## config.mk

```make
export PLATFORM = sky130hd
export DESIGN_NAME = bmm_decode
export DESIGN_NICKNAME = d
export VERILOG_FILES = /design/src/hdl/bmm_pkg.sv /design/src/hdl/bmm_decode.sv
export SDC_FILE = /design/constraint.sdc
export NUM_CORES = 1
export LEC_CHECK = 0
export ABC_AREA = 1
export BUFFER_PORTS_ARGS = -buffer_cell sky130_fd_sc_hd__buf_2
export CAP_MARGIN = 20
export CORE_MARGIN = 5
export CORE_UTILIZATION = 24
export DETAILED_ROUTE_END_ITERATION = 7
export GPL_TIMING_DRIVEN = 0
export PLACE_DENSITY = 0.77
export SLEW_MARGIN = 5
export SYNTH_ARGS = -nofsm -noshare
export SYNTH_HDL_FRONTEND = slang
export SYNTH_SLANG_ARGS = --single-unit
```

## constraint.sdc

```tcl
create_clock -name vclk -period 1.3
set_clock_uncertainty 0.2 [all_clocks]
set_input_delay 0.13 -clock vclk [all_inputs]
set_output_delay 0.13 -clock vclk [all_outputs]
set_load 0.02 [all_outputs]
```

## src/hdl/bmm_pkg.sv

```systemverilog
`default_nettype none

package bmm_pkg;

    // Decode windows
    localparam logic [15:0] RAM_LO = 16'h0000;
    localparam logic [15:0] RAM_HI = 16'h9BFF;
    localparam logic [15:0] IO_LO  = 16'h8000;
    localparam logic [15:0] IO_HI  = 16'h9FFF;
    localparam logic [15:0] ROM_LO = 16'h8000;

    localparam logic [15:0] HOST_IO_MASK = 16'h1FFF;

    localparam logic [7:0] RAM_FILL = 8'h00;
    localparam logic [7:0] IO_FILL  = 8'h00;
    localparam logic [7:0] ROM_FILL = 8'hEA;

    typedef enum logic [1:0] {
        FUNC_CPU_READ  = 2'd0,
        FUNC_CPU_WRITE = 2'd1,
        FUNC_HOST_IO   = 2'd2,
        FUNC_HOST_ROM  = 2'd3
    } func_t;

    typedef enum logic [1:0] {
        CFG_RAM_ENABLE = 2'd0,
        CFG_IO_ENABLE  = 2'd1,
        CFG_ROM_ENABLE = 2'd2,
        CFG_LOG_ENABLE = 2'd3
    } cfg_idx_t;

    // Which store feeds read_byte
    typedef enum logic [1:0] {
        SRC_NONE = 2'd0,
        SRC_IO   = 2'd1,
        SRC_RAM  = 2'd2,
        SRC_ROM  = 2'd3
    } src_t;

    typedef struct packed {
        logic [1:0]  func;
        logic [15:0] bus_address;
        logic [7:0]  write_byte;
    } in_item_t;

    typedef struct packed {
        logic [7:0]  read_byte;
        logic        drive_bus;
        logic        log_valid;
        logic [15:0] log_address;
        logic [7:0]  log_byte;
    } out_item_t;

    typedef struct packed {
        logic ram_enable;
        logic io_enable;
        logic rom_enable;
        logic log_enable;
    } cfg_t;

    // Per-store access plan for one beat
    typedef struct packed {
        logic        io_en;
        logic        io_we;
        logic [15:0] io_off;
        logic        ram_en;
        logic        ram_we;
        logic [15:0] ram_off;
        logic        rom_en;
        logic        rom_we;
        logic [15:0] rom_off;
        src_t        src;
        logic        log_valid;
    } dec_t;

endpackage

`default_nettype wire

```

## src/hdl/bmm_decode.sv

```systemverilog
`default_nettype none

module bmm_decode
    import bmm_pkg::*;
#(
    parameter int RAM_BYTES = 39936,
    parameter int IO_BYTES  = 8192,
    parameter int ROM_BYTES = 32768
)
(
    input  wire in_item_t item,
    input  wire cfg_t     cfg,
    output dec_t          dec
);

    logic [15:0] a;
    logic [15:0] io_off;
    logic [15:0] ram_off;
    logic [15:0] rom_off;
    logic [15:0] host_io_off;
    logic        io_hit;
    logic        ram_hit;
    logic        rom_hit;

    assign a           = item.bus_address;
    assign io_off      = a - IO_LO;
    assign ram_off     = a - RAM_LO;
    assign rom_off     = a - ROM_LO;
    assign host_io_off = a & HOST_IO_MASK;

    // A store smaller than its window only answers inside its size
    assign io_hit  = cfg.io_enable && (a >= IO_LO) && (a <= IO_HI)
                     && ({16'd0, io_off} < 32'(IO_BYTES));
    assign ram_hit = cfg.ram_enable && (a <= RAM_HI)
                     && ({16'd0, ram_off} < 32'(RAM_BYTES));
    assign rom_hit = cfg.rom_enable && (a >= ROM_LO)
                     && ({16'd0, rom_off} < 32'(ROM_BYTES));

    always_comb
    begin
        dec         = '0;
        dec.src     = SRC_NONE;
        dec.io_off  = io_off;
        dec.ram_off = ram_off;
        dec.rom_off = rom_off;
        unique case (func_t'(item.func))
            FUNC_CPU_READ:
            begin
                priority if (io_hit)
                begin
                    dec.io_en = 1'b1;
                    dec.src   = SRC_IO;
                end
                else if (ram_hit)
                begin
                    dec.ram_en = 1'b1;
                    dec.src    = SRC_RAM;
                end
                else if (rom_hit)
                begin
                    dec.rom_en = 1'b1;
                    dec.src    = SRC_ROM;
                end
                else
                begin
                    dec.src = SRC_NONE;
                end
            end
            FUNC_CPU_WRITE:
            begin
                priority if (io_hit)
                begin
                    dec.io_en     = 1'b1;
                    dec.io_we     = 1'b1;
                    dec.log_valid = cfg.log_enable;
                end
                else if (ram_hit)
                begin
                    dec.ram_en = 1'b1;
                    dec.ram_we = 1'b1;
                end
                else
                begin
                    dec.ram_en = 1'b0;
                end
            end
            FUNC_HOST_IO:
            begin
                dec.io_off = host_io_off;
                dec.io_en  = ({16'd0, host_io_off} < 32'(IO_BYTES));
                dec.io_we  = 1'b1;
            end
            FUNC_HOST_ROM:
            begin
                dec.rom_off = a;
                dec.rom_en  = ({16'd0, a} < 32'(ROM_BYTES));
                dec.rom_we  = 1'b1;
            end
            default:
            begin
                dec.src = SRC_NONE;
            end
        endcase
    end

endmodule

`default_nettype wire

```

# Word-level counts from Yosys, hierarchy flattened
# Cells that the tools add are included.
[classes]
n_reduce_logical = 8
magnitude_cmp = 8
eq_ne = 3
add_sub_neg = 1
mux = 21
[op_table]
columns = ["operator", "n"]
rows = [
  ["16-bit less-than comparator (second input constant)", 3],
  ["16-bit <= comparator (second input constant)", 2],
  ["17-bit two-way mux", 1],
  ["16-bit >= comparator (second input constant)", 1],
  ["16-bit by 14-bit less-than comparator with 1-bit output (second input constant)", 1],
  ["16-bit two-way mux", 1],
  ["16-bit subtractor (second input constant)", 1],
  ["13-bit by 14-bit less-than comparator with 1-bit output (second input constant)", 1],
  ["2-bit two-way mux", 6],
  ["1-bit two-way mux", 9],
  ["1-bit logical AND", 7],
  ["1-bit case mux with 2 select lines", 3],
  ["2-bit equality test (second input constant)", 2],
  ["1-bit case mux with 3 select lines", 1],
  ["2-bit by 1-bit equality test with 1-bit output (second input constant)", 1],
  ["2-bit zero test", 1],
]
[word_totals]
in_bits = 30
register_bits = 0
output_inout_bits = 57
wordCells = 41

# Logic depth before layout (Yosys ltp)
[depth]
word_depth = 7
depth_mapped = 6
ltp_nobuf = 6

# Worst setup path before layout
# Ideal clock, no wire load.
[synth_timing]
path_type = "input port to output port"
startpoint = "input item[22] (netlist name)"
endpoint = "output dec[38] (netlist name)"
stages = 5
path_slack_ns = -0.017
path_buffers = 0
arrival_time_ns = 0.987
t_required_ns = 0.970
cell_sequence = "nor2_4 > nor2_1 > nor2_1 > nand2_2 > a211oi_1"
[synth_rtl]
columns = ["element", "line_no", "text"]
rows = [
  ["start, declared", "bmm_decode.sv:11", "input wire in_item_t item,"],
  ["end, declared", "bmm_decode.sv:13", "output dec_t dec"],
]

==> reports/qor.txt <==
Yosys top cell by area: buf_4
total track usage: 8.64%
DRC: 0
post-cts hold buffer count: 0
CP startpoint: item[21]
Ports: 87
Placed Cells incl. Taps: 188
final-report hold violation count: 0
Avg Cell Area, Syn: 6.62 um^2
top cell type's share of synthesized area: 56.1%
FMAX: 776 MHz
wire length per cell: 9.05 um
Logic pwr share: 100.0%
ratio of cells with drive above 1 in the final layout: 86.3%
number of global-route vias before repair: 660
GPL Wtd Cong: 0.640
initial core utilization: 24.5%
crit path buf inv count: 2
count leader, synth: buf_4
fin crit share: 99.1%
Std-Cell Rows: 18
Hold Path Class: input port to primary output
initial antenna violation count: 0
critical path cell sequence: buf_8 -> nor2_4 -> nor2_2 -> nor2_2 -> nand2_4 -> a211oi_2 -> buf_4
synth cell count leaders: 44 x buf_4, 11 x inv_1, 8 x nand2_1, 8 x nor2_1, 5 x ha_1
Antenna Nets Post-Route: 0
CP required: 970 ps
Final nets: 198
most used cell, CP: nor2_2
largest net degree at the start of global routing: 7
critical path's top delay family: simple AND/OR/NAND/NOR gates
power share of the clock group: 0%
die height: 59.6 um
library cells used by synthesis: 17
Seq. cell area: 0 um^2
Psw: 0.229 mW
gr busiest metal: met2
met3 usage: 2.18%
hpwl dp: 1540 um
Die Wd: 59.6 um
area grow syn2layout: 93.2%
post-route cell area: 0.00114 mm^2
core area: 0.00241 mm^2
Die ar.: 0.00355 mm^2
CLK BUF: 0
capture point of the worst path: dec[38]
CP max FO: 5
CP Capture Type: primary output
Crit-path slowest cell: buf_4
Seq Cell Count: 0
WP data arrival: 960 ps
met2 Track Usage GR: 16.5%
initial DRC count: 5
sequential fraction of the synthesis area: 0%
count of final setup violators: 0
status: finished clean
sw frac: 52.1%
worst slew pin tran: 182 ps
# diodes: 0
CP Launch Type: input port
Internal Pwr Total: 0.211 mW
met1 GRT Util: 10.2%
Post-Syn Nets: 124
final critical-path required period: 1290 ps
DR pass1 iterations: 2
gr ovfl total: 0
peak supply drop: 0.000187 V
routed via count: 698
Placement Cell Area: 977 um^2
first-pass GRT wire length: 2530 um
Crit Path Category: input port to primary output
Synth area leaders: buf_4 56%, ha_1 11%, inv_1 7.0%
max-cap violations: 0
pwr dens: 386 mW/mm^2
cell area after synthesis: 589 um^2
drt total wl: 1730 um
RSZ-0062 raised after global routing: true
Slew Limit Fails: 0
non-filler cells, final: 191
Pleak: 0.677 nW
WP depth: 7
relative slew slack: 87.8%
# fillers: 261
Port Buffers: 69
Post-Synthesis Cells: 89
Via density: 3.65
synth warn: 0
Seq pwr share: 0%
Largest stage delay, worst path: 170 ps
placed cells by master (no fill, tap or decap), drive strengths merged:
master	instances
inv	12
nor3	1
nor2	11
nand3	1
a21oi	2
o21a	1
nand2	9
a211oi	1
buf	116
ha	5
o21ai	1
a21boi	1
layer usage:
| layer | routed length [um] | vias up |
|---|---|---|
| met2 | 917 | 41 |
| met3 | 246 | 0 |
| met5 | 0 | - |
| li1 | - | 367 |
| met1 | 565 | 290 |
| met4 | 0 | 0 |
logic make-up after synthesis:
kind of cell    after synthesis  synth area share (%)
buf+inv                      56                  63.7
simple gates                 22                  18.7
compound gates                6                  7.01
fa+ha+maj                     5                  10.6
how the worst min path moves through the flow:
stage,to,start,slack [ps],cells past startpoint
3_3_place_gp,dec[28],item[15],280,2
5_1_grt,dec[40],item[9],280,2
3_5_place_dp,dec[45],item[14],280,2
2_1_floorplan,dec[54],item[23],140,1
6_report,dec[45],item[14],280,2
4_1_cts,dec[45],item[14],280,2
cell type report:
cell class         instances  area, um^2  area share (%)
multi-input cells         33         269            23.6
plain buffers             44         330            29.0
well taps                 30        37.5            3.30
inverters                 12        45.0            3.96
repair buffers            72         457            40.1
timing repair:
action,4_1_cts,5_1_grt
pin swaps,6,9
resized for setup,16,30
buffers inserted,2,1
setup endpoints to repair,5,8
power by group through the flow:
stage	Combinational, mW	Sequential, mW	Clock, mW
6_report	0.440	0	0
5_1_grt	0.472	0	0
4_1_cts	0.415	0	0
3_5_place_dp	0.395	0	0
3_3_place_gp	0.391	0	0
2_1_floorplan	0.277	0	0
per-stage QoR:
stage          worst slack [ps]  power [mW]  TNS (ps)  utilization (%)  hold slack [ps]
2_1_floorplan              22.9       0.277         0                -              140
3_3_place_gp               -111       0.391      -241             40.6              279
3_5_place_dp               -133       0.395      -306             40.6              279
4_1_cts                   -29.6       0.415     -39.5             43.2              279
5_1_grt                   -70.7       0.472      -308             47.2              283
6_report                   11.6       0.440         0             47.2              278
Note: power is estimated with default switching activity, not from simulation.
